<file path="config.mk">
export PLATFORM = sky130hd
export DESIGN_NAME = utf8_to_numeric_entity_top_flat
export DESIGN_NICKNAME = d
export VERILOG_FILES = /design/src/rtl/core/utn_pkg.sv /design/src/rtl/core/utn_if.sv /design/src/rtl/core/utf8_to_numeric_entity_top.sv /design/src/flat_wrapper.sv
export SDC_FILE = /design/constraint.sdc
export NUM_CORES = 1
export LEC_CHECK = 0
export ABC_AREA = 1
export BUFFER_PORTS_ARGS = -buffer_cell sky130_fd_sc_hd__clkbuf_2
export CELL_PAD_IN_SITES_DETAIL_PLACEMENT = 1
export CELL_PAD_IN_SITES_GLOBAL_PLACEMENT = 1
export CORE_ASPECT_RATIO = 0.5
export CORE_MARGIN = 4
export CORE_UTILIZATION = 45
export CTS_BUF_LIST = sky130_fd_sc_hd__clkbuf_8
export DETAILED_ROUTE_END_ITERATION = 16
export PLACE_DENSITY = 0.86
export SYNTH_ARGS = -nofsm -noshare
export SYNTH_HDL_FRONTEND = slang
export SYNTH_SLANG_ARGS = --single-unit
</file>
<file path="constraint.sdc">
create_clock -name i_clk -period 3.43 [get_ports i_clk]
set_input_delay 0.686 -clock i_clk [delete_from_list [all_inputs] [get_ports i_clk]]
set_output_delay 0.686 -clock i_clk [all_outputs]
set_load 0.02 [all_outputs]
</file>
<file path="src/rtl/core/utn_pkg.sv">
// ----------------------------------------------------------------------------
// utn_pkg
// shared widths, character codes and code point constants for the utf-8 to
// decimal character reference converter
// ----------------------------------------------------------------------------
package utn_pkg;

    localparam int unsigned BYTE_W  = 8;
    localparam int unsigned CODE_W  = 21;
    localparam int unsigned DIGITS  = 7;
    localparam int unsigned BCD_W   = 4 * DIGITS;
    localparam int unsigned CNT_W   = $clog2(CODE_W);
    localparam int unsigned DIG_W   = $clog2(DIGITS);

    localparam logic [CODE_W-1:0] REPLACEMENT = CODE_W'(24'h00FFFD);

    localparam logic [BYTE_W-1:0] CH_AMP  = 8'h26;
    localparam logic [BYTE_W-1:0] CH_HASH = 8'h23;
    localparam logic [BYTE_W-1:0] CH_ZERO = 8'h30;
    localparam logic [BYTE_W-1:0] CH_SEMI = 8'h3B;

    // surrogate block 0xd800-0xdfff as bits [20:11]
    localparam logic [CODE_W-12:0] SURR_HI = 10'h01B;
    // 0xfffe/0xffff as bits [20:1]
    localparam logic [CODE_W-2:0]  NONCH_HI = 20'h07FFF;

    typedef enum logic [3:0] {
        S_IDLE  = 4'b0001,
        S_ASCII = 4'b0010,
        S_CONV  = 4'b0100,
        S_EMIT  = 4'b1000
    } t_state;

    typedef enum logic [3:0] {
        PH_AMP  = 4'b0001,
        PH_HASH = 4'b0010,
        PH_DIG  = 4'b0100,
        PH_SEMI = 4'b1000
    } t_phase;

endpackage

</file>
<file path="src/rtl/core/utn_if.sv">
// ----------------------------------------------------------------------------
// utn_if
// valid/ready channels: raw utf-8 bytes in, output characters out
// ----------------------------------------------------------------------------
interface utn_byte_if;
    logic                         valid;
    logic                         ready;
    logic [utn_pkg::BYTE_W-1:0]   in_byte;

    modport source (output valid, output in_byte, input ready);
    modport sink   (input valid, input in_byte, output ready);
endinterface

interface utn_char_if;
    logic                         valid;
    logic                         ready;
    logic [utn_pkg::BYTE_W-1:0]   out_char;
    logic                         last_of_run;

    modport source (output valid, output out_char, output last_of_run, input ready);
    modport sink   (input valid, input out_char, input last_of_run, output ready);
endinterface

</file>
<file path="src/rtl/core/utf8_to_numeric_entity_top.sv">
// ----------------------------------------------------------------------------
// utf8_to_numeric_entity_top
// utf-8 byte stream to characters: ascii passes through, every other code
// point becomes a decimal character reference
// ----------------------------------------------------------------------------
// One byte is taken per transfer while the block is idle. A byte that does not
// complete a code point leaves the block idle. A completed code point below
// 0x80 passes through S_ASCII, which loads it into the output register once
// that register is free. Any other code point runs 21 steps of the
// shift-and-add-3 binary to bcd loop (one shared adjust-and-shift step per
// cycle, one bit of the code point per step), then gives one output character
// per cycle while the output side does not stall: '&', '#', 3 to 7 digits and
// ';'. Invalid leads, overlong forms, surrogates, 0xfffe/0xffff and broken
// sequences all give the reference for U+FFFD; values above 0x10ffff are
// printed as they are. The last character of each run carries last_of_run. The
// output register holds the final character of a run while the next byte is taken.
// ----------------------------------------------------------------------------
module utf8_to_numeric_entity_top (
    input  logic        i_clk,
    input  logic        i_rst_n,
    utn_byte_if.sink    i_in,
    utn_char_if.source  o_out
);

    // sequencer and decoder state
    utn_pkg::t_state                  r_state,      n_state;
    utn_pkg::t_phase                  r_phase,      n_phase;
    logic [1:0]                       r_bytes_left, n_bytes_left;
    logic [1:0]                       r_seq_extra,  n_seq_extra;
    logic [utn_pkg::CODE_W-1:0]       r_acc,        n_acc;
    logic                             r_bad,        n_bad;
    logic [utn_pkg::CNT_W-1:0]        r_cnt,        n_cnt;
    logic [utn_pkg::DIG_W-1:0]        r_dig,        n_dig;
    logic                             r_out_valid,  n_out_valid;

    // payload
    logic [utn_pkg::CODE_W-1:0]       r_bin,        n_bin;
    logic [utn_pkg::BCD_W-1:0]        r_bcd,        n_bcd;
    logic [utn_pkg::BYTE_W-1:0]       r_out_char,   n_out_char;
    logic                             r_out_last,   n_out_last;

    // decode of the incoming byte
    logic                             w_in_fire;
    logic                             w_slot;
    logic [utn_pkg::BYTE_W-1:0]       w_b;
    logic [utn_pkg::CODE_W-1:0]       w_acc_shift;
    logic                             w_overlong;
    logic                             w_reject;
    logic                             w_emit;
    logic [utn_pkg::CODE_W-1:0]       w_code;

    // shared double-dabble step
    logic [utn_pkg::BCD_W-1:0]        w_bcd_adj;
    logic [utn_pkg::BCD_W-1:0]        w_bcd_step;
    logic [utn_pkg::DIG_W-1:0]        w_top_dig;

    assign i_in.ready        = (r_state == utn_pkg::S_IDLE);
    assign w_in_fire         = i_in.valid && i_in.ready;
    assign w_slot            = !r_out_valid || o_out.ready;
    assign o_out.valid       = r_out_valid;
    assign o_out.out_char    = r_out_char;
    assign o_out.last_of_run = r_out_last;

    assign w_b         = i_in.in_byte;
    assign w_acc_shift = {r_acc[utn_pkg::CODE_W-7:0], w_b[5:0]};

    // overlong check on the finished value, by announced length
    always_comb begin
        case (r_seq_extra)
            2'd1:    w_overlong = (w_acc_shift[20:7]  == '0);
            2'd2:    w_overlong = (w_acc_shift[20:11] == '0);
            2'd3:    w_overlong = (w_acc_shift[20:16] == '0);
            default: w_overlong = 1'b1;
        endcase
    end

    assign w_reject = w_overlong
                   || (w_acc_shift[20:11] == utn_pkg::SURR_HI)
                   || (w_acc_shift[20:1]  == utn_pkg::NONCH_HI)
                   || r_bad
                   || (w_b[7:6] != 2'b10);

    // byte decoder: continuation handling or lead byte classification
    always_comb begin
        n_bytes_left = r_bytes_left;
        n_seq_extra  = r_seq_extra;
        n_acc        = r_acc;
        n_bad        = r_bad;
        w_emit       = 1'b0;
        w_code       = '0;
        if (r_bytes_left != 2'd0) begin
            n_acc        = w_acc_shift;
            n_bad        = r_bad || (w_b[7:6] != 2'b10);
            n_bytes_left = r_bytes_left - 2'd1;
            if (r_bytes_left == 2'd1) begin
                // sequence complete
                w_emit      = 1'b1;
                w_code      = w_reject ? utn_pkg::REPLACEMENT : w_acc_shift;
                n_acc       = '0;
                n_bad       = 1'b0;
                n_seq_extra = 2'd0;
            end
        end else if (!w_b[7]) begin
            w_emit = 1'b1;
            w_code = utn_pkg::CODE_W'(w_b);
        end else if (w_b[7:6] == 2'b10 || w_b[7:3] == 5'b11111) begin
            // stray continuation or no valid length
            w_emit = 1'b1;
            w_code = utn_pkg::REPLACEMENT;
        end else if (w_b[7:5] == 3'b110) begin
            n_seq_extra  = 2'd1;
            n_bytes_left = 2'd1;
            n_acc        = utn_pkg::CODE_W'(w_b[4:0]);
            n_bad        = 1'b0;
        end else if (w_b[7:4] == 4'b1110) begin
            n_seq_extra  = 2'd2;
            n_bytes_left = 2'd2;
            n_acc        = utn_pkg::CODE_W'(w_b[3:0]);
            n_bad        = 1'b0;
        end else begin
            n_seq_extra  = 2'd3;
            n_bytes_left = 2'd3;
            n_acc        = utn_pkg::CODE_W'(w_b[2:0]);
            n_bad        = 1'b0;
        end
    end

    // one shift-and-add-3 step, and the leading digit of its result
    always_comb begin
        w_top_dig = '0;
        for (int i = 0; i < utn_pkg::DIGITS; i++) begin
            if (r_bcd[i*4 +: 4] >= 4'd5) begin
                w_bcd_adj[i*4 +: 4] = r_bcd[i*4 +: 4] + 4'd3;
            end else begin
                w_bcd_adj[i*4 +: 4] = r_bcd[i*4 +: 4];
            end
        end
        w_bcd_step = {w_bcd_adj[utn_pkg::BCD_W-2:0], r_bin[utn_pkg::CODE_W-1]};
        for (int i = 0; i < utn_pkg::DIGITS; i++) begin
            if (w_bcd_step[i*4 +: 4] != 4'd0) begin
                w_top_dig = utn_pkg::DIG_W'(i);
            end
        end
    end

    // sequencer
    always_comb begin
        n_state     = r_state;
        n_phase     = r_phase;
        n_cnt       = r_cnt;
        n_dig       = r_dig;
        n_bin       = r_bin;
        n_bcd       = r_bcd;
        n_out_valid = r_out_valid && !o_out.ready;
        n_out_char  = r_out_char;
        n_out_last  = r_out_last;
        unique case (r_state)
            utn_pkg::S_IDLE: begin
                if (w_in_fire && w_emit) begin
                    n_bin = w_code;
                    if (w_code[utn_pkg::CODE_W-1:7] == '0) begin
                        n_state = utn_pkg::S_ASCII;
                    end else begin
                        n_bcd   = '0;
                        n_cnt   = utn_pkg::CNT_W'(utn_pkg::CODE_W - 1);
                        n_state = utn_pkg::S_CONV;
                    end
                end
            end
            utn_pkg::S_ASCII: begin
                if (w_slot) begin
                    n_out_valid = 1'b1;
                    n_out_char  = r_bin[utn_pkg::BYTE_W-1:0];
                    n_out_last  = 1'b1;
                    n_state     = utn_pkg::S_IDLE;
                end
            end
            utn_pkg::S_CONV: begin
                n_bcd = w_bcd_step;
                n_bin = {r_bin[utn_pkg::CODE_W-2:0], 1'b0};
                n_cnt = r_cnt - utn_pkg::CNT_W'(1);
                if (r_cnt == '0) begin
                    n_dig   = w_top_dig;
                    n_phase = utn_pkg::PH_AMP;
                    n_state = utn_pkg::S_EMIT;
                end
            end
            utn_pkg::S_EMIT: begin
                if (w_slot) begin
                    n_out_valid = 1'b1;
                    n_out_last  = 1'b0;
                    unique case (r_phase)
                        utn_pkg::PH_AMP: begin
                            n_out_char = utn_pkg::CH_AMP;
                            n_phase    = utn_pkg::PH_HASH;
                        end
                        utn_pkg::PH_HASH: begin
                            n_out_char = utn_pkg::CH_HASH;
                            n_phase    = utn_pkg::PH_DIG;
                        end
                        utn_pkg::PH_DIG: begin
                            n_out_char = utn_pkg::CH_ZERO
                                       + utn_pkg::BYTE_W'(r_bcd[r_dig*4 +: 4]);
                            n_dig      = r_dig - utn_pkg::DIG_W'(1);
                            if (r_dig == '0) begin
                                n_phase = utn_pkg::PH_SEMI;
                            end
                        end
                        utn_pkg::PH_SEMI: begin
                            n_out_char = utn_pkg::CH_SEMI;
                            n_out_last = 1'b1;
                            n_state    = utn_pkg::S_IDLE;
                        end
                        default: begin
                            n_phase = utn_pkg::PH_AMP;
                        end
                    endcase
                end
            end
            default: begin
                n_state = utn_pkg::S_IDLE;
            end
        endcase
    end

    // control registers
    always_ff @(posedge i_clk) begin
        if (!i_rst_n) begin
            r_state      <= utn_pkg::S_IDLE;
            r_phase      <= utn_pkg::PH_AMP;
            r_bytes_left <= '0;
            r_seq_extra  <= '0;
            r_acc        <= '0;
            r_bad        <= 1'b0;
            r_cnt        <= '0;
            r_dig        <= '0;
            r_out_valid  <= 1'b0;
        end else begin
            r_state     <= n_state;
            r_phase     <= n_phase;
            r_cnt       <= n_cnt;
            r_dig       <= n_dig;
            r_out_valid <= n_out_valid;
            if (w_in_fire) begin
                r_bytes_left <= n_bytes_left;
                r_seq_extra  <= n_seq_extra;
                r_acc        <= n_acc;
                r_bad        <= n_bad;
            end
        end
    end

    // payload registers
    always_ff @(posedge i_clk) begin
        r_bin      <= n_bin;
        r_bcd      <= n_bcd;
        r_out_char <= n_out_char;
        r_out_last <= n_out_last;
    end

`ifndef NO_ASSERTIONS
    // pending continuation count never exceeds what the lead announced
    a_left_le_extra: assert property (@(posedge i_clk) disable iff (!i_rst_n)
        r_bytes_left <= r_seq_extra)
        else $error("bytes_left above announced length");

    // conversion only starts once the previous run has its final char loaded
    a_conv_after_run: assert property (@(posedge i_clk) disable iff (!i_rst_n)
        (r_state == utn_pkg::S_CONV) |-> (!r_out_valid || r_out_last))
        else $error("conversion overlaps an unfinished run");

    // the bit loop ends in the emit phase
    a_conv_done: assert property (@(posedge i_clk) disable iff (!i_rst_n)
        (r_state == utn_pkg::S_CONV && r_cnt == '0) |=> (r_state == utn_pkg::S_EMIT))
        else $error("conversion did not hand over to emit");

    // digit pointer stays inside the bcd word while digits go out
    a_dig_range: assert property (@(posedge i_clk) disable iff (!i_rst_n)
        (r_state == utn_pkg::S_EMIT && r_phase == utn_pkg::PH_DIG)
            |-> (r_dig < utn_pkg::DIG_W'(utn_pkg::DIGITS)))
        else $error("digit pointer out of range");
`endif

endmodule

</file>
<file path="src/flat_wrapper.sv">
// flat-port wrapper written by rule: the top's interface ports become plain ports
module utf8_to_numeric_entity_top_flat 
  (i_clk, i_rst_n, i_in_valid, i_in_in_byte, i_in_ready, o_out_valid, o_out_out_char, o_out_last_of_run, o_out_ready);
  utn_byte_if i_in_i ();
  utn_char_if o_out_i ();
  input  logic i_clk;
  input  logic i_rst_n;
  input wire logic [$bits(i_in_i.valid)-1:0] i_in_valid;
  input wire logic [$bits(i_in_i.in_byte)-1:0] i_in_in_byte;
  output wire logic [$bits(i_in_i.ready)-1:0] i_in_ready;
  output wire logic [$bits(o_out_i.valid)-1:0] o_out_valid;
  output wire logic [$bits(o_out_i.out_char)-1:0] o_out_out_char;
  output wire logic [$bits(o_out_i.last_of_run)-1:0] o_out_last_of_run;
  input wire logic [$bits(o_out_i.ready)-1:0] o_out_ready;
  assign i_in_i.valid = i_in_valid;
  assign i_in_i.in_byte = i_in_in_byte;
  assign i_in_ready = i_in_i.ready;
  assign o_out_valid = o_out_i.valid;
  assign o_out_out_char = o_out_i.out_char;
  assign o_out_last_of_run = o_out_i.last_of_run;
  assign o_out_i.ready = o_out_ready;
  utf8_to_numeric_entity_top u_core (.i_clk(i_clk), .i_rst_n(i_rst_n), .i_in(i_in_i), .o_out(o_out_i));
endmodule
</file>
# Yosys cells after proc, flatten, opt, wreduce, memory -nomap -nowiden
# Cells that the tools add are included.
# word_totals
regBits,95
input_bits,12
out_inout_bits,11
elab_cells,176
# op_classes
add_sub_neg,11
order_cmp,7
eq_ne,31
shift,1
n_mux,74
reduce_logical,39
# op_table
cell,n
21-bit 2-to-1 mux,5
15-bit 2-to-1 mux,5
4-bit 2-to-1 mux,15
28-bit 2-to-1 mux,2
28-bit case mux with 2 select lines,1
21-bit case mux with 2 select lines,1
4-bit case mux with 4 select lines,2
8-bit case mux with 4 select lines,1
4-bit by 3-bit greater-or-equal comparator with 1-bit output (second input constant),7
14-bit logical NOT,2
28-bit by 6-bit variable part select with 4-bit output,1
4-bit by 2-bit adder with 4-bit output (second input constant),6
3-bit 2-to-1 mux,8
4-bit nonzero test,6
20-bit by 15-bit equality test with 1-bit output (second input constant),1
16-bit 2-to-1 mux,1
2-bit 2-to-1 mux,8
8-bit 2-to-1 mux,2
8-bit case mux with 2 select lines,1
1-bit 2-to-1 mux,15
4-bit equality test (second input constant),3
2-bit inequality test (second input constant),6
4-bit AND reduction,3
10-bit by 5-bit equality test with 1-bit output (second input constant),1
other kinds (32),60

# Depth between registers and ports, before layout
# Gate-level depths: netlist (run 1).
# logic_depth
depth_word,13
depth_mapped,19
depth_no_buf,18

# Worst setup path after synthesis (run 1)
# OpenSTA, ideal clock, no wires.
# synth_path
path_kind,input to register
start,input i_in_in_byte[4]
end,"register u_core.r_bcd[0] (netlist name), enable pin"
setup_ns,0.383
arrival_time_ns,2.369
required_time_ns,3.047
slack_ns,0.678
stages,7
path_buffers,0
cell_sequence,nand2_1 nor3_1 nor3_1 nor3_1 or2_2 nand2_2 inv_1
# synth_via
elab_chain_len,10
word_cells_on_any_way,19
classes_between,eq/ne (4); mux (8); reduce/logical (7)
# synth_rtl
item,line,source
start: declaration,flat_wrapper.sv:9,input wire logic [$bits(i_in_i.in_byte)-1:0] i_in_in_byte;
20-bit by 15-bit equality test with 1-bit output,utf8_to_numeric_entity_top.sv:79,|| (w_acc_shift[20:1] == utn_pkg::NONCH_HI)
1-bit logical OR,utf8_to_numeric_entity_top.sv:79,
1-bit logical OR,utf8_to_numeric_entity_top.sv:80,|| r_bad
1-bit logical OR,utf8_to_numeric_entity_top.sv:81,|| (w_b[7:6] != 2'b10);
21-bit 2-to-1 mux,utf8_to_numeric_entity_top.sv:98,w_code = w_reject ? utn_pkg::REPLACEMENT : w_acc_shift;
21-bit 2-to-1 mux,utf8_to_numeric_entity_top.sv:95,if (r_bytes_left == 2'd1) begin
21-bit 2-to-1 mux,utf8_to_numeric_entity_top.sv:91,if (r_bytes_left != 2'd0) begin
14-bit logical NOT,utf8_to_numeric_entity_top.sv:161,if (w_code[utn_pkg::CODE_W-1:7] == '0) begin
2-bit inequality test (no source line),-,
3-bit AND reduction (no source line) (*),-,
end signal: assignment,utf8_to_numeric_entity_top.sv:256,r_bcd <= n_bcd;
end: declaration,utf8_to_numeric_entity_top.sv:38,"logic [utn_pkg::BCD_W-1:0] r_bcd, n_bcd;"
# Every way passes the cells marked *; elsewhere a longest branch is shown, timed or not.
# A chain may end at the register's enable or synchronous reset.

# Worst setup path in the final report (run 1)
# layout_path
start,register u_core.r_acc[7] (netlist name)
end,"register u_core.r_bcd[25] (netlist name), enable pin"
# layout_via
elab_chain_len,12
word_cells_on_any_way,15
classes_between,eq/ne (3); mux (4); reduce/logical (8)
# layout_rtl
item,line,source
start: declaration,utf8_to_numeric_entity_top.sv:30,"logic [utn_pkg::CODE_W-1:0] r_acc, n_acc;"
start signal: assignment,utf8_to_numeric_entity_top.sv:247,r_acc <= n_acc;
14-bit logical NOT / 10-bit logical NOT (equally long branches),"utf8_to_numeric_entity_top.sv:70, utf8_to_numeric_entity_top.sv:71",
1-bit case mux with 3 select lines,utf8_to_numeric_entity_top.sv:69,case (r_seq_extra)
1-bit logical OR,utf8_to_numeric_entity_top.sv:78,|| (w_acc_shift[20:11] == utn_pkg::SURR_HI)
1-bit logical OR,utf8_to_numeric_entity_top.sv:79,
1-bit logical OR,utf8_to_numeric_entity_top.sv:80,
1-bit logical OR,utf8_to_numeric_entity_top.sv:81,
21-bit 2-to-1 mux (*),utf8_to_numeric_entity_top.sv:98,
21-bit 2-to-1 mux (*),utf8_to_numeric_entity_top.sv:95,
21-bit 2-to-1 mux (*),utf8_to_numeric_entity_top.sv:91,
14-bit logical NOT (*),utf8_to_numeric_entity_top.sv:161,
2-bit inequality test (no source line) (*),-,
3-bit AND reduction (no source line) (*),-,
# Marks and branches as above.

==> impl_summary.txt, run 1 <==
----------------------------------------------------
[Setup path]
  Capture point of the critical path ... u_core.r_bcd[25]$_SDFFCE_PN0P_
  Startpoint of the worst-slack reg-to-reg timing path ... u_core.r_acc[7]$_SDFFE_PN0P_
  CP Max Fanout ... 28
  Nature of the critical path startpoint ... register
  Worst setup path start ... u_core.r_acc[7]$_SDFFE_PN0P_
  Type of the worst setup path ... register to register
  Reg-to-reg setup timing slack ... between 0.7 and 0.8 ns
  WP data arrival ... 2.75 ns
  RR Endpoint ... u_core.r_bcd[25]$_SDFFCE_PN0P_
  Endpoint type of the worst setup path ... register
  WP data required ... 3.52 ns
  Worst Reg2Reg Path Length in Cells ... 16

[Synth]
  Total of warnings raised by yosys ... 0
  Total nets after synthesis ... 706
  Number of instances in the synthesized netlist ... 676
  Post-Syn Area ... around 0.0053 mm²
  Syn_area_per_cell ... 7.91 µm²
  Number of synthesized register bits ... 95
  Sequential-to-total area share from yosys stat ... 46.4%
  Distinct cell type count of the synthesized netlist ... 38

[Detailed routing]
  Via count normalized by instance count ... 5.42
  First-iteration detailed-routing DRC count ... between 300 and 400
  Count of vias placed by the detailed router ... 4669
  Number of iterations in the first detailed-routing pass ... 5
  Total Routed Length ... ~14000 µm
  Final routed wire length divided by cell count ... 16.5 µm
  DRC Markers ... 0
  Count of nets left with antenna violations after detail routing ... 0

[Layout]
  Filler cells ... 1426
  Layout Nets ... 727
  Post-synthesis to final-layout area growth ... 9.41%
  ANT cells ... 0
  Layout cells sized above 1 ... between 10 and 15%
  Final instance count without filler cells ... around 860

[Floorplan]
  Count of standard-cell rows ... 27
  Core area ... roughly 0.011 mm²
  Number of top-level design ports ... 23
  Die Span X ... 162 µm
  DIE AREA ... 0.0138 mm²
  Starting utilization of the core area ... 47.4%
  Height of the chip ... 85.1 µm

[Clock tree]
  Buffers from clock root to sink, at most ... 2
  Cts-stage hold buffer count ... 0
  Clk sink count ... 95
  Maximum level of the CTS H-tree ... 3
  Clock-pin slew on the worst setup and hold paths ... 0.09 ns
  Cts bufs inserted ... 9
  Source-to-sink clock delay at the later pin of the worst-skew pair ... 0.37 ns
  CTS tree ... done
  Total setup buffers inserted after CTS ... 0
  Cell at the root of the clock tree ... clkbuf_8
  Count of instances resized after the clock tree is built ... 0

[GRT]
  Global-route wire length before repair ... 24100 µm
  Vias in the first global route ... 4876
  GRT Resource Usage Total ... between 20% and 30%
  Largest net degree at the start of global routing ... 29
  Number of antenna violations at the first check in global routing ... 0
  Overall overflow remaining after global route ... 0

[STA]
  Maximum clock frequency ... 376 MHz
  Aggregate negative setup slack ... 0 ns
  Number of failing hold endpoints at the final stage ... 0
  Endpoints failing setup ... 0
  Headroom to the max-slew limit ... 37.4%
  Slew Viols, Final ... 0
  Final period util ... between 70% and 80%
  Actual slew at the worst max-slew pin ... 0.937 ns
  Final worst path period need ... 2.66 ns
  Unrepaired setup endpoints after global routing ... no
  Final Skew ... 0.00966 ns

[Flow run]
  Max_cap viols ... 0

[Run status]
  Status ... finished clean

[Worst hold path]
  Hold Path Cell Cnt ... 2
  Class of the tightest hold or removal check ... register to register

[Pwr]
  Leak ... 0.00237 µW
  IR Drop Worst-Case VDD ... 300 µV
  Power Density ... 704 mW/mm²

[Placement]
  # placed instances ... 845
  Port-buffer cells ... 22
  Post-DP HPWL ... 10600 µm
  Gpl congestion ... about 0.84

----------------------------------------------------
## area by class of cell
type / count / area, µm² / area share, %
Clock buffer: 12 / 165 / 2.82
Clock inverter: 4 / 43.8 / 0.749
Inverter: 103 / 387 / 6.61
Multi-Input combinational cell: 455 / 2380 / 40.7
Sequential cell: 95 / 2480 / 42.4
Tap cell: 159 / 199 / 3.40
Timing Repair Buffer: 33 / 193 / 3.29
## per-stage QoR
step | setup slack (ns) | utilization, % | power (µW) | hold slack (ns) | instance area (µm²)
6_report | 0.767 | 51.8 | 4120 | 0.467 | 5850
3_5_place_dp | 0.569 | 50.0 | 3330 | 0.455 | 5640
4_1_cts | 0.785 | 51.8 | 4130 | 0.471 | 5850
5_1_grt | 0.459 | 51.8 | 4440 | 0.513 | 5850
3_3_place_gp | 0.647 | 50.0 | 3250 | 0.446 | 5640
2_1_floorplan | 0.678 | - | 2890 | 0.434 | 5350
## report_power, final
part	switching [µW]	internal, µW
Combinational	1080	494
Clock	401	393
Sequential	189	1560
## Yosys cell counts (all sizes together)
master / n / share of area [%]
a32oi: 5 / 0.82
clkbuf: 19 / 1.3
or2: 8 / 0.94
a31oi: 3 / 0.35
and3: 1 / 0.12
nand3: 39 / 3.8
nand2: 97 / 7.0
o22ai: 1 / 0.12
a211oi: 9 / 1.3
a21oi: 80 / 7.8
clkinv: 3 / 0.21
nor4: 2 / 0.23
a22o: 1 / 0.16
inv: 100 / 7.0
nand3b: 2 / 0.28
o21ai: 57 / 5.3
a22oi: 2 / 0.28
ha: 18 / 4.2
xor2: 7 / 1.1
o21a: 3 / 0.42
o211ai: 5 / 0.70
nand4: 10 / 1.3
xnor2: 1 / 0.16
nor2: 87 / 6.2
buf: 4 / 0.49
dfxtp: 37 / 14
edfxtp: 58 / 33
nor3: 17 / 2.0
## cells in the final DEF, fill, tap and decap left out, drive strengths merged, types with 2 or more instances in the layout
cell type,synthesis,final
a211oi,9,9
a21oi,80,80
a22oi,2,2
a31oi,3,3
a32oi,5,5
buf,4,11
clkbuf,19,34
clkinv,3,5
dfxtp,37,37
edfxtp,58,58
ha,18,18
inv,100,101
nand2,97,97
nand3,39,39
nand3b,2,2
nand4,10,10
nor2,87,87
nor3,17,17
nor4,2,2
o211ai,5,5
o21a,3,3
o21ai,57,57
or2,8,8
xor2,7,7
## how the worst min path moves through the flow
stage	end	slack (ns)	start
3_5_place_dp	u_core.r_bad$_SDFFE_PN0P_	0.45	u_core.r_bad$_SDFFE_PN0P_
5_1_grt	u_core.r_cnt[4]$_SDFFE_PN0P_	0.51	u_core.r_cnt[4]$_SDFFE_PN0P_
4_1_cts	u_core.r_bad$_SDFFE_PN0P_	0.47	u_core.r_bad$_SDFFE_PN0P_
3_3_place_gp	u_core.r_bad$_SDFFE_PN0P_	0.45	u_core.r_bad$_SDFFE_PN0P_
6_report	u_core.r_bad$_SDFFE_PN0P_	0.47	u_core.r_bad$_SDFFE_PN0P_
2_1_floorplan	u_core.r_bad$_SDFFE_PN0P_	0.43	u_core.r_bad$_SDFFE_PN0P_
## sequential cells by signal (all words and copies together), names as in the netlist
register and count:
u_core.r_bin 21, u_core.r_acc 15, u_core.o_out.valid 1, u_core.o_out.last_of_run 1, u_core.r_state 4, u_core.r_cnt 5, u_core.r_phase 4, u_core.r_bytes_left 2
u_core.r_bcd 28, u_core.r_dig 3, u_core.o_out.out_char 8, u_core.r_seq_extra 2, u_core.r_bad 1
## per-layer routing
metal / global-route usage [%] / share of wire [%] / vias up / routed length, µm
met3: 4.32 / 3.6 / 19 / 511
li1: - / - / 2314 / -
met2: 38.5 / 49 / 70 / 6930
met1: 27.0 / 46 / 2266 / 6580
met5: 0 / 0 / - / 0
met4: 4.53 / 1.4 / 0 / 193
## logic make-up after synthesis
kind of cell,count (synthesis),synth area share [%]
fa+ha+maj,18,4.21
compound gates,166,17.2
buf+inv,126,9.06
flops,95,46.4
simple gates,263,21.8
xor+xnor,8,1.31
## worst max-delay path, stage by stage (launching register included)
cell and delay (ns):
dfxtp_1 0.44, nor2_1 0.08, nand3_1 0.15, nor2_1 0.06, nor2_1 0.08, nand2_1 0.07
nand2_1 0.06, nand2_1 0.06, nand2_2 0.19, nand2_2 0.15, o21ai_1 0.19, nand3_1 0.10
nor2_2 0.14, nand3_2 0.14, nand2_2 0.15, inv_1 0.05, buf_4 0.25
No activity file was read; power rests on OpenSTA's default activity.
==> run 2, diff against run 1 <==
--- a/config.mk
+++ b/config.mk
@@ -5,7 +5,7 @@
 export SDC_FILE = /design/constraint.sdc
 export NUM_CORES = 1
 export LEC_CHECK = 0
-export ABC_AREA = 1
+export ABC_AREA = 0
 export BUFFER_PORTS_ARGS = -buffer_cell sky130_fd_sc_hd__clkbuf_2
 export CELL_PAD_IN_SITES_DETAIL_PLACEMENT = 1
 export CELL_PAD_IN_SITES_GLOBAL_PLACEMENT = 1
@@ -14,7 +14,7 @@
 export CORE_UTILIZATION = 45
 export CTS_BUF_LIST = sky130_fd_sc_hd__clkbuf_8
 export DETAILED_ROUTE_END_ITERATION = 16
-export PLACE_DENSITY = 0.86
+export PLACE_DENSITY = 0.83
 export SYNTH_ARGS = -nofsm -noshare
 export SYNTH_HDL_FRONTEND = slang
 export SYNTH_SLANG_ARGS = --single-unit
==> constraint.sdc (replaced) <==
create_clock -name i_clk -period 2.6 [get_ports i_clk]
set_input_delay 0.52 -clock i_clk [delete_from_list [all_inputs] [get_ports i_clk]]
set_output_delay 0.52 -clock i_clk [all_outputs]
set_load 0.02 [all_outputs]
==> impl_summary.txt, run 2 <==
----------------------------------------------------
[Setup path]
  Type of the worst setup path ... register to register (unchanged)
  Startpoint of the worst-slack reg-to-reg timing path ... u_core.r_bcd[14]$_SDFFCE_PN0P_ (was u_core.r_acc[7]$_SDFFE_PN0P_)
  Slowest stage cell on the critical path ... a2111oi_0 (was dfxtp_1)
  WP data arrival ... 2.57 ns (was 2.75 ns)
  Worst stage delay on the critical path ... 0.54 ns (was 0.44 ns)
  Cell Chain, Critical Path ... mux4_2 -> nor2b_1 -> a2111oi_0 -> o31ai_1 -> o21ai_0 -> nand2_1 (was nor2_1 -> nand3_1 -> nor2_1 -> nor2_1 -> nand2_1 -> nand2_1 -> nand2_1 -> nand2_2 -> nand2_2 -> o21ai_1 -> nand3_1 -> nor2_2 -> nand3_2 -> nand2_2 -> inv_1 -> buf_4)
  Reg-to-reg setup timing slack ... 0.15 ns (was 0.77 ns)
  Dominant delay contributor by cell family on the critical path ... compound AO/OA/AOI/OAI gates (was simple AND/OR/NAND/NOR gates)
  Worst Reg2Reg Path Length in Cells ... 6 (was 16)
  Total buffers and inverters traversed by the critical path ... 0 (was 2)
  CP Max Fanout ... 8 (was 28)
  RR Endpoint ... u_core.o_out.out_char[2]$_DFFE_PP_ (was u_core.r_bcd[25]$_SDFFCE_PN0P_)
  Nature of the critical path startpoint ... register (unchanged)
  Endpoint type of the worst setup path ... register (unchanged)
  WP data required ... 2.72 ns (was 3.52 ns)

[Detailed routing]
  Total Routed Length ... 14000 µm (was 14200 µm)
  First-iteration detailed-routing DRC count ... 266 (was 366)
  Number of iterations in the first detailed-routing pass ... 4 (was 5)
  DRC Markers ... 0 (unchanged)
  Final routed wire length divided by cell count ... 18.2 µm (was 16.5 µm)
  Count of nets left with antenna violations after detail routing ... 0 (unchanged)
  Via count normalized by instance count ... 5.78 (was 5.42)
  Count of vias placed by the detailed router ... 4441 (was 4669)

[Layout]
  Largest registers ... u_core.r_bcd (28), u_core.r_bin (21), u_core.r_acc (15) (unchanged)
  Post-synthesis to final-layout area growth ... 9.82% (was 9.41%)
  Max reg flops ... 28 (unchanged)
  ANT cells ... 0 (unchanged)
  Layout Nets ... 629 (was 727)
  Top library cells by usage in the layout, fill and taps aside ... 66 x nand2_1, 58 x edfxtp_1, 42 x nor2_1 (was 100 x inv_1, 94 x nand2_1, 86 x nor2_1)
  Layout cells sized above 1 ... 12.6% (was 10.1%)
  Leading cell type in the layout, fill and taps excluded ... nand2_1 (was inv_1)
  Register with the most flip-flops ... u_core.r_bcd (unchanged)

[GRT]
  Global-route wire length before repair ... 23300 µm (was 24100 µm)
  Overall overflow remaining after global route ... 0 (unchanged)
  Number of antenna violations at the first check in global routing ... 0 (unchanged)
  GRT Resource Usage Total ... 20.8% (was 21.4%)
  Largest net degree at the start of global routing ... 39 (was 29)
  Vias in the first global route ... 4632 (was 4876)

[Run status]
  Status ... finished clean (unchanged)

[Floorplan]
  Number of top-level design ports ... 23 (unchanged)
  Core area ... 0.0118 mm² (was 0.0113 mm²)
  Die Span X ... 163 µm (was 162 µm)
  Starting utilization of the core area ... 46.0% (was 47.4%)
  Count of standard-cell rows ... 28 (was 27)
  DIE AREA ... 0.0140 mm² (was 0.0138 mm²)
  Height of the chip ... 85.7 µm (was 85.1 µm)

[STA]
  Number of failing hold endpoints at the final stage ... 0 (unchanged)
  Final period util ... 94.1% (was 77.6%)
  Final worst path period need ... 2.45 ns (was 2.66 ns)
  Headroom to the max-slew limit ... 23.6% (was 37.4%)
  Actual slew at the worst max-slew pin ... 1.14 ns (was 0.937 ns)
  Final Skew ... 0.0121 ns (was 0.00966 ns)
  Slew Viols, Final ... 0 (unchanged)
  Endpoints failing setup ... 0 (unchanged)
  Worst hold slack ... 0.411 ns (was 0.467 ns)
  Aggregate negative setup slack ... 0 ns (unchanged)
  Maximum clock frequency ... 409 MHz (was 376 MHz)
  Unrepaired setup endpoints after global routing ... no (unchanged)

[Synth]
  Total of warnings raised by yosys ... 0 (unchanged)
  Top cells by instance count after synthesis ... 66 x nand2_1, 58 x edfxtp_1, 42 x nor2_1 (was 99 x inv_1, 94 x nand2_1, 86 x nor2_1)
  Post-synth ARST share ... 0% (unchanged)
  Number of instances in the synthesized netlist ... 573 (was 676)
  Most used standard cell by instance count after synthesis ... nand2_1 (was inv_1)
  Post-Syn Area ... 0.00543 mm² (was 0.00535 mm²)
  Total nets after synthesis ... 603 (was 706)
  Post-synth top area share ... 32.1% (was 32.6%)
  Number of synthesized register bits ... 95 (unchanged)
  Dominant synthesized flop cell ... edfxtp_1 (unchanged)
  Distinct cell type count of the synthesized netlist ... 66 (was 38)
  Sequential-to-total area share from yosys stat ... 45.7% (was 46.4%)
  Number of flops mapped to enable cells by yosys ... 58 (unchanged)
  Cell taking the most area after synthesis ... edfxtp_1 (unchanged)
  Dominant cells by area after synthesis ... edfxtp_1 32%, dfxtp_1 14%, nand2_1 4.6% (was edfxtp_1 33%, dfxtp_1 14%, a21oi_1 7.1%)
  Syn_area_per_cell ... 9.47 µm² (was 7.91 µm²)

[Pwr]
  Leak ... 0.00218 µW (was 0.00237 µW)
  IR Drop Worst-Case VDD ... 304 µV (was 300 µV)
  Power Density ... 802 mW/mm² (was 704 mW/mm²)

[Clock tree]
  Maximum level of the CTS H-tree ... 3 (unchanged)
  Cts bufs inserted ... 9 (unchanged)
  Clock-pin slew on the worst setup and hold paths ... 0.09 ns (about the same)
  Buffers from clock root to sink, at most ... 2 (unchanged)
  Clk sink count ... 95 (unchanged)
  Source-to-sink clock delay at the later pin of the worst-skew pair ... 0.38 ns (was 0.37 ns)
  CTS tree ... done (unchanged)
  Cell at the root of the clock tree ... clkbuf_8 (unchanged)

[Placement]
  Gpl congestion ... 0.836 (was 0.839)
  Port-buffer cells ... 22 (unchanged)
  Post-DP HPWL ... 10400 µm (was 10600 µm)

[Worst hold path]
  Startpoint of the most critical hold path ... i_in_in_byte[1] (was u_core.r_bad$_SDFFE_PN0P_)
  Hold Path Cell Cnt ... 3 (was 2)
  Hold endpoint ... u_core.r_acc[1]$_SDFFE_PN0P_ (was u_core.r_bad$_SDFFE_PN0P_)
  Class of the tightest hold or removal check ... primary input to register (was register to register)

[Flow run]
  Max_cap viols ... 0 (unchanged)

----------------------------------------------------
## run 2: cell types whose count changed after synthesis, moves of 10 or more
| cell | change |
|---|---|
| a21boi_0 | +13 |
| a21oi_1 | -45 |
| and2_1 | +10 |
| inv_1 | -70 |
| mux2i_1 | +12 |
| nand2_1 | -28 |
| nand2b_1 | +15 |
| nor2_1 | -44 |
| nor2b_1 | +19 |
| o21ai_0 | -20 |
## run 2: worst max path at each step
stage                                         from                                  to  slack, ns  depth (start not counted)
floorplan                          i_in_in_byte[7]        u_core.r_cnt[1]$_SDFFE_PN0P_        0.1                          7
global placement                   i_in_in_byte[5]      u_core.r_bcd[22]$_SDFFCE_PN0P_       0.32                          6
detailed placement  u_core.r_bcd[14]$_SDFFCE_PN0P_  u_core.o_out.out_char[2]$_DFFE_PP_       0.20                          6
CTS                 u_core.r_bcd[14]$_SDFFCE_PN0P_  u_core.o_out.out_char[2]$_DFFE_PP_       0.17                          6
global route        u_core.r_bcd[14]$_SDFFCE_PN0P_  u_core.o_out.out_char[2]$_DFFE_PP_       0.06                          6
finish              u_core.r_bcd[14]$_SDFFCE_PN0P_  u_core.o_out.out_char[2]$_DFFE_PP_       0.15                          6
## run 2: cells by family (layout without fill, tap and decap cells)
family | count (synthesis) | in the layout | synth area share, %
compound gates | 145 | 145 | 17.8
xor+xnor | 8 | 8 | 1.29
fa+ha+maj | 18 | 18 | 4.15
buf+inv | 56 | 87 | 4.47
flops | 95 | 95 | 45.7
mux | 17 | 17 | 4.08
simple gates | 234 | 234 | 22.4
## run 2: repair_timing
action | 4_1_cts | 5_1_grt
hold buffers | 0 | 0
endpoints found under the setup margin | 0 | 3
buffers inserted | 0 | 0
resized for setup | 0 | 1
## run 2: through the flow
step                std cells  total power [µW]  area (µm²)  util (%)  setup WS [ns]
detailed placement        753              3920        5790      49.1          0.201
floorplan                 573              3360        5440         -         0.0989
CTS                       769              4790        5960      50.5          0.168
finish                    769              4780        5960      50.5          0.155
global route              769              5090        5960      50.5         0.0595
global placement          753              3830        5790      49.1          0.320
## run 2: layer usage
metal | share of wire (%) | global-route usage [%]
met1 | 45 | 26.1
met2 | 50 | 36.7
met3 | 3.2 | 4.08
met4 | 1.5 | 6.16
met5 | 0 | 0
## run 2: worst register-to-register path, delay by kind of cell, from the launching register on
family,cells,cell delay [ns]
and+or+nand+nor,2,0.25
AOI/OAI and AO/OA,3,0.92
muxes,1,0.52
DFF,1,0.51
## run 2: report_power, final
group | leakage (µW) | internal (µW) | switching (µW) | total, µW
sequential | 0.000847 | 1990 | 285 | 2280
clock | 0.0000920 | 341 | 531 | 873
combinational | 0.00124 | 655 | 976 | 1630
## run 2: final cells by class
type,instances,area [µm²]
Clock buffer,9,124
Clock inverter,7,40.0
Fill cell,1387,5850
Inverter,29,109
Multi-Input combinational cell,422,2730
Sequential cell,95,2480
Tap cell,165,206
Timing Repair Buffer,42,273
==> run 3, diff against run 2 <==
--- a/config.mk
+++ b/config.mk
@@ -14,7 +14,9 @@
 export CORE_UTILIZATION = 45
 export CTS_BUF_LIST = sky130_fd_sc_hd__clkbuf_8
 export DETAILED_ROUTE_END_ITERATION = 16
+export HOLD_SLACK_MARGIN = 0.03
 export PLACE_DENSITY = 0.83
+export RECOVER_POWER = 50
 export SYNTH_ARGS = -nofsm -noshare
 export SYNTH_HDL_FRONTEND = slang
 export SYNTH_SLANG_ARGS = --single-unit
==> impl_summary.txt, run 3 (synthesis results as in run 2) <==
----------------------------------------------------
[Pwr]
  IR Drop Worst-Case VDD ... 300 µV (was 304 µV)
  Register share of total power ... 47.8% (was 47.6%)
  Power Internal ... 2970 µW (was 2990 µW)
  Logic gate share of total power ... 33.9% (was 34.1%)
  Power Density ... 805 mW/mm² (was 802 mW/mm²)
  Switch Pwr ... 1780 µW (was 1790 µW)
  Net switching share of the total power ... 37.5% (about the same)
  Leak ... 0.00213 µW (was 0.00218 µW)
  Clk pwr share ... 18.3% (about the same)

[Detailed routing]
  DRC Markers ... 0 (unchanged)
  Count of nets left with antenna violations after detail routing ... 0 (unchanged)
  Number of iterations in the first detailed-routing pass ... 4 (unchanged)
  First-iteration detailed-routing DRC count ... 248 (was 266)
  Final routed wire length divided by cell count ... 18.3 µm (was 18.2 µm)
  Total Routed Length ... 14000 µm (about the same)
  Via count normalized by instance count ... 5.73 (was 5.78)
  Count of vias placed by the detailed router ... 4405 (was 4441)

[Floorplan]
  Core area ... 0.0118 mm² (unchanged)
  DIE AREA ... 0.0140 mm² (unchanged)
  Die Span X ... 163 µm (unchanged)
  Number of top-level design ports ... 23 (unchanged)
  Count of standard-cell rows ... 28 (unchanged)
  Starting utilization of the core area ... 46.0% (unchanged)
  Height of the chip ... 85.7 µm (unchanged)

[Layout]
  Top library cells by usage in the layout, fill and taps aside ... 66 x nand2_1, 58 x edfxtp_1, 42 x nor2_1 (unchanged)
  Leading cell type in the layout, fill and taps excluded ... nand2_1 (unchanged)
  Post-Layout Inst Area ... 0.00591 mm² (was 0.00596 mm²)
  ANT cells ... 0 (unchanged)
  Max reg flops ... 28 (unchanged)
  Layout Nets ... 629 (unchanged)
  Area used by sequential logic in the layout ... 0.00248 mm² (unchanged)
  Largest registers ... u_core.r_bcd (28), u_core.r_bin (21), u_core.r_acc (15) (unchanged)
  Area taken by multi-input logic gates ... 0.00270 mm² (was 0.00273 mm²)
  Layout cells sized above 1 ... 9.93% (was 12.6%)
  Post-synthesis to final-layout area growth ... 8.81% (was 9.82%)
  Register with the most flip-flops ... u_core.r_bcd (unchanged)
  Filler cells ... 1399 (was 1387)

[GRT]
  Vias in the first global route ... 4632 (unchanged)
  Largest net degree at the start of global routing ... 39 (unchanged)
  GRT Resource Usage Total ... 20.8% (unchanged)
  Global-route wire length before repair ... 23300 µm (unchanged)
  Overall overflow remaining after global route ... 0 (unchanged)
  Number of antenna violations at the first check in global routing ... 0 (unchanged)

[Setup path]
  CP Max Fanout ... 8 (unchanged)
  Nature of the critical path startpoint ... register (unchanged)
  Type of the worst setup path ... register to register (unchanged)
  Endpoint type of the worst setup path ... register (unchanged)
  WP data arrival ... 2.55 ns (was 2.57 ns)
  WP data required ... 2.71 ns (was 2.72 ns)

[Placement]
  Port-buffer cells ... 22 (unchanged)
  Placement Cell Area ... 0.00579 mm² (unchanged)
  Post-DP HPWL ... 10400 µm (unchanged)
  Gpl congestion ... 0.836 (unchanged)
  Pre-CTS worst setup slack ... 0.201 ns (unchanged)

[STA]
  Unrepaired setup endpoints after global routing ... no (unchanged)
  Maximum clock frequency ... 411 MHz (was 409 MHz)
  Headroom to the max-slew limit ... 20.2% (was 23.6%)
  Final period util ... 93.6% (was 94.1%)
  Endpoints failing setup ... 0 (unchanged)
  Actual slew at the worst max-slew pin ... 1.20 ns (was 1.14 ns)
  Final worst path period need ... 2.43 ns (was 2.45 ns)
  Final Skew ... 0.0115 ns (was 0.0121 ns)
  Number of failing hold endpoints at the final stage ... 0 (unchanged)
  Aggregate negative setup slack ... 0 ns (unchanged)
  Slew Viols, Final ... 0 (unchanged)
  Post-route setup slack ... 0.166 ns (was 0.155 ns)

[Clock tree]
  CTS tree ... done (unchanged)
  Buffers from clock root to sink, at most ... 2 (unchanged)
  Source-to-sink clock delay at the later pin of the worst-skew pair ... 0.37 ns (was 0.38 ns)
  Cts bufs inserted ... 9 (unchanged)
  Clk sink count ... 95 (unchanged)
  Cts-stage hold buffer count ... 0 (unchanged)
  Maximum level of the CTS H-tree ... 3 (unchanged)
  Cell at the root of the clock tree ... clkbuf_8 (unchanged)
  Clock-pin slew on the worst setup and hold paths ... 0.09 ns (about the same)

[Run status]
  Status ... finished clean (unchanged)

[Flow run]
  Max_cap viols ... 0 (unchanged)

[Worst hold path]
  Class of the tightest hold or removal check ... primary input to register (unchanged)

----------------------------------------------------
==> run 3: power groups by stage <==
stage	Clock, µW	Combinational, µW	Sequential (µW)
after floorplan	0	1170	2190
after global placement	0	1540	2290
after detailed placement	0	1610	2310
after CTS	890	1630	2270
after global routing	955	1800	2320
final	868	1610	2280
==> run 3: what timing repair did <==
| item | 4_1_cts | 5_1_grt |
|---|---|---|
| endpoints found under the setup margin | 0 | 3 |
| gates resized for setup | 0 | 1 |
| buffers inserted | 0 | 0 |
| endpoints found under the hold margin | 0 | 0 |
==> run 3: final cells by class <==
| class | instances | share of cell area [%] |
|---|---|---|
| tap | 165 | 3.50 |
| timing repair buffer | 42 | 4.11 |
| inverter | 29 | 1.84 |
| clock inverter | 7 | 0.678 |
| sequential | 95 | 42.0 |
| clock buffer | 9 | 2.10 |
| multi-input combinational | 422 | 45.7 |
==> run 3: worst paths after layout <==
path	from	to	slack (ns)	depth (start not counted)
worst max-delay path	u_core.r_bcd[14]$_SDFFCE_PN0P_	u_core.o_out.out_char[2]$_DFFE_PP_	0.17	6
worst min-delay path	i_in_in_byte[1]	u_core.r_acc[1]$_SDFFE_PN0P_	0.42	3
worst max register to register	u_core.r_bcd[14]$_SDFFCE_PN0P_	u_core.o_out.out_char[2]$_DFFE_PP_	0.17	6
worst min register to register	u_core.r_cnt[3]$_SDFFE_PN0P_	u_core.r_cnt[3]$_SDFFE_PN0P_	0.51	1
==> run 3: per-stage QoR <==
step / utilization, % / hold WS [ns] / total power, µW / instances
global route: 50.0 / 0.439 / 5070 / 769
detailed placement: 49.1 / 0.481 / 3920 / 753
global placement: 49.1 / 0.470 / 3830 / 753
CTS: 50.5 / 0.405 / 4790 / 769
finish: 50.0 / 0.419 / 4760 / 769
floorplan: - / 0.449 / 3360 / 573
==> run 3: routing by layer <==
layer	track usage [%]	part of all wire [%]	up-vias
met5	0	0	-
met3	4.08	3.4	24
met4	6.16	1.5	0
met2	36.7	50	81
li1	-	-	2137
met1	26.1	45	2163
==> run 3: critical path, stage by stage, from the launching register on <==
cell and delay [ns]:
edfxtp_1 0.51, mux4_2 0.51, nor2b_1 0.16, a2111oi_0 0.52, o31ai_1 0.15, o21ai_0 0.23
nand2_1 0.09
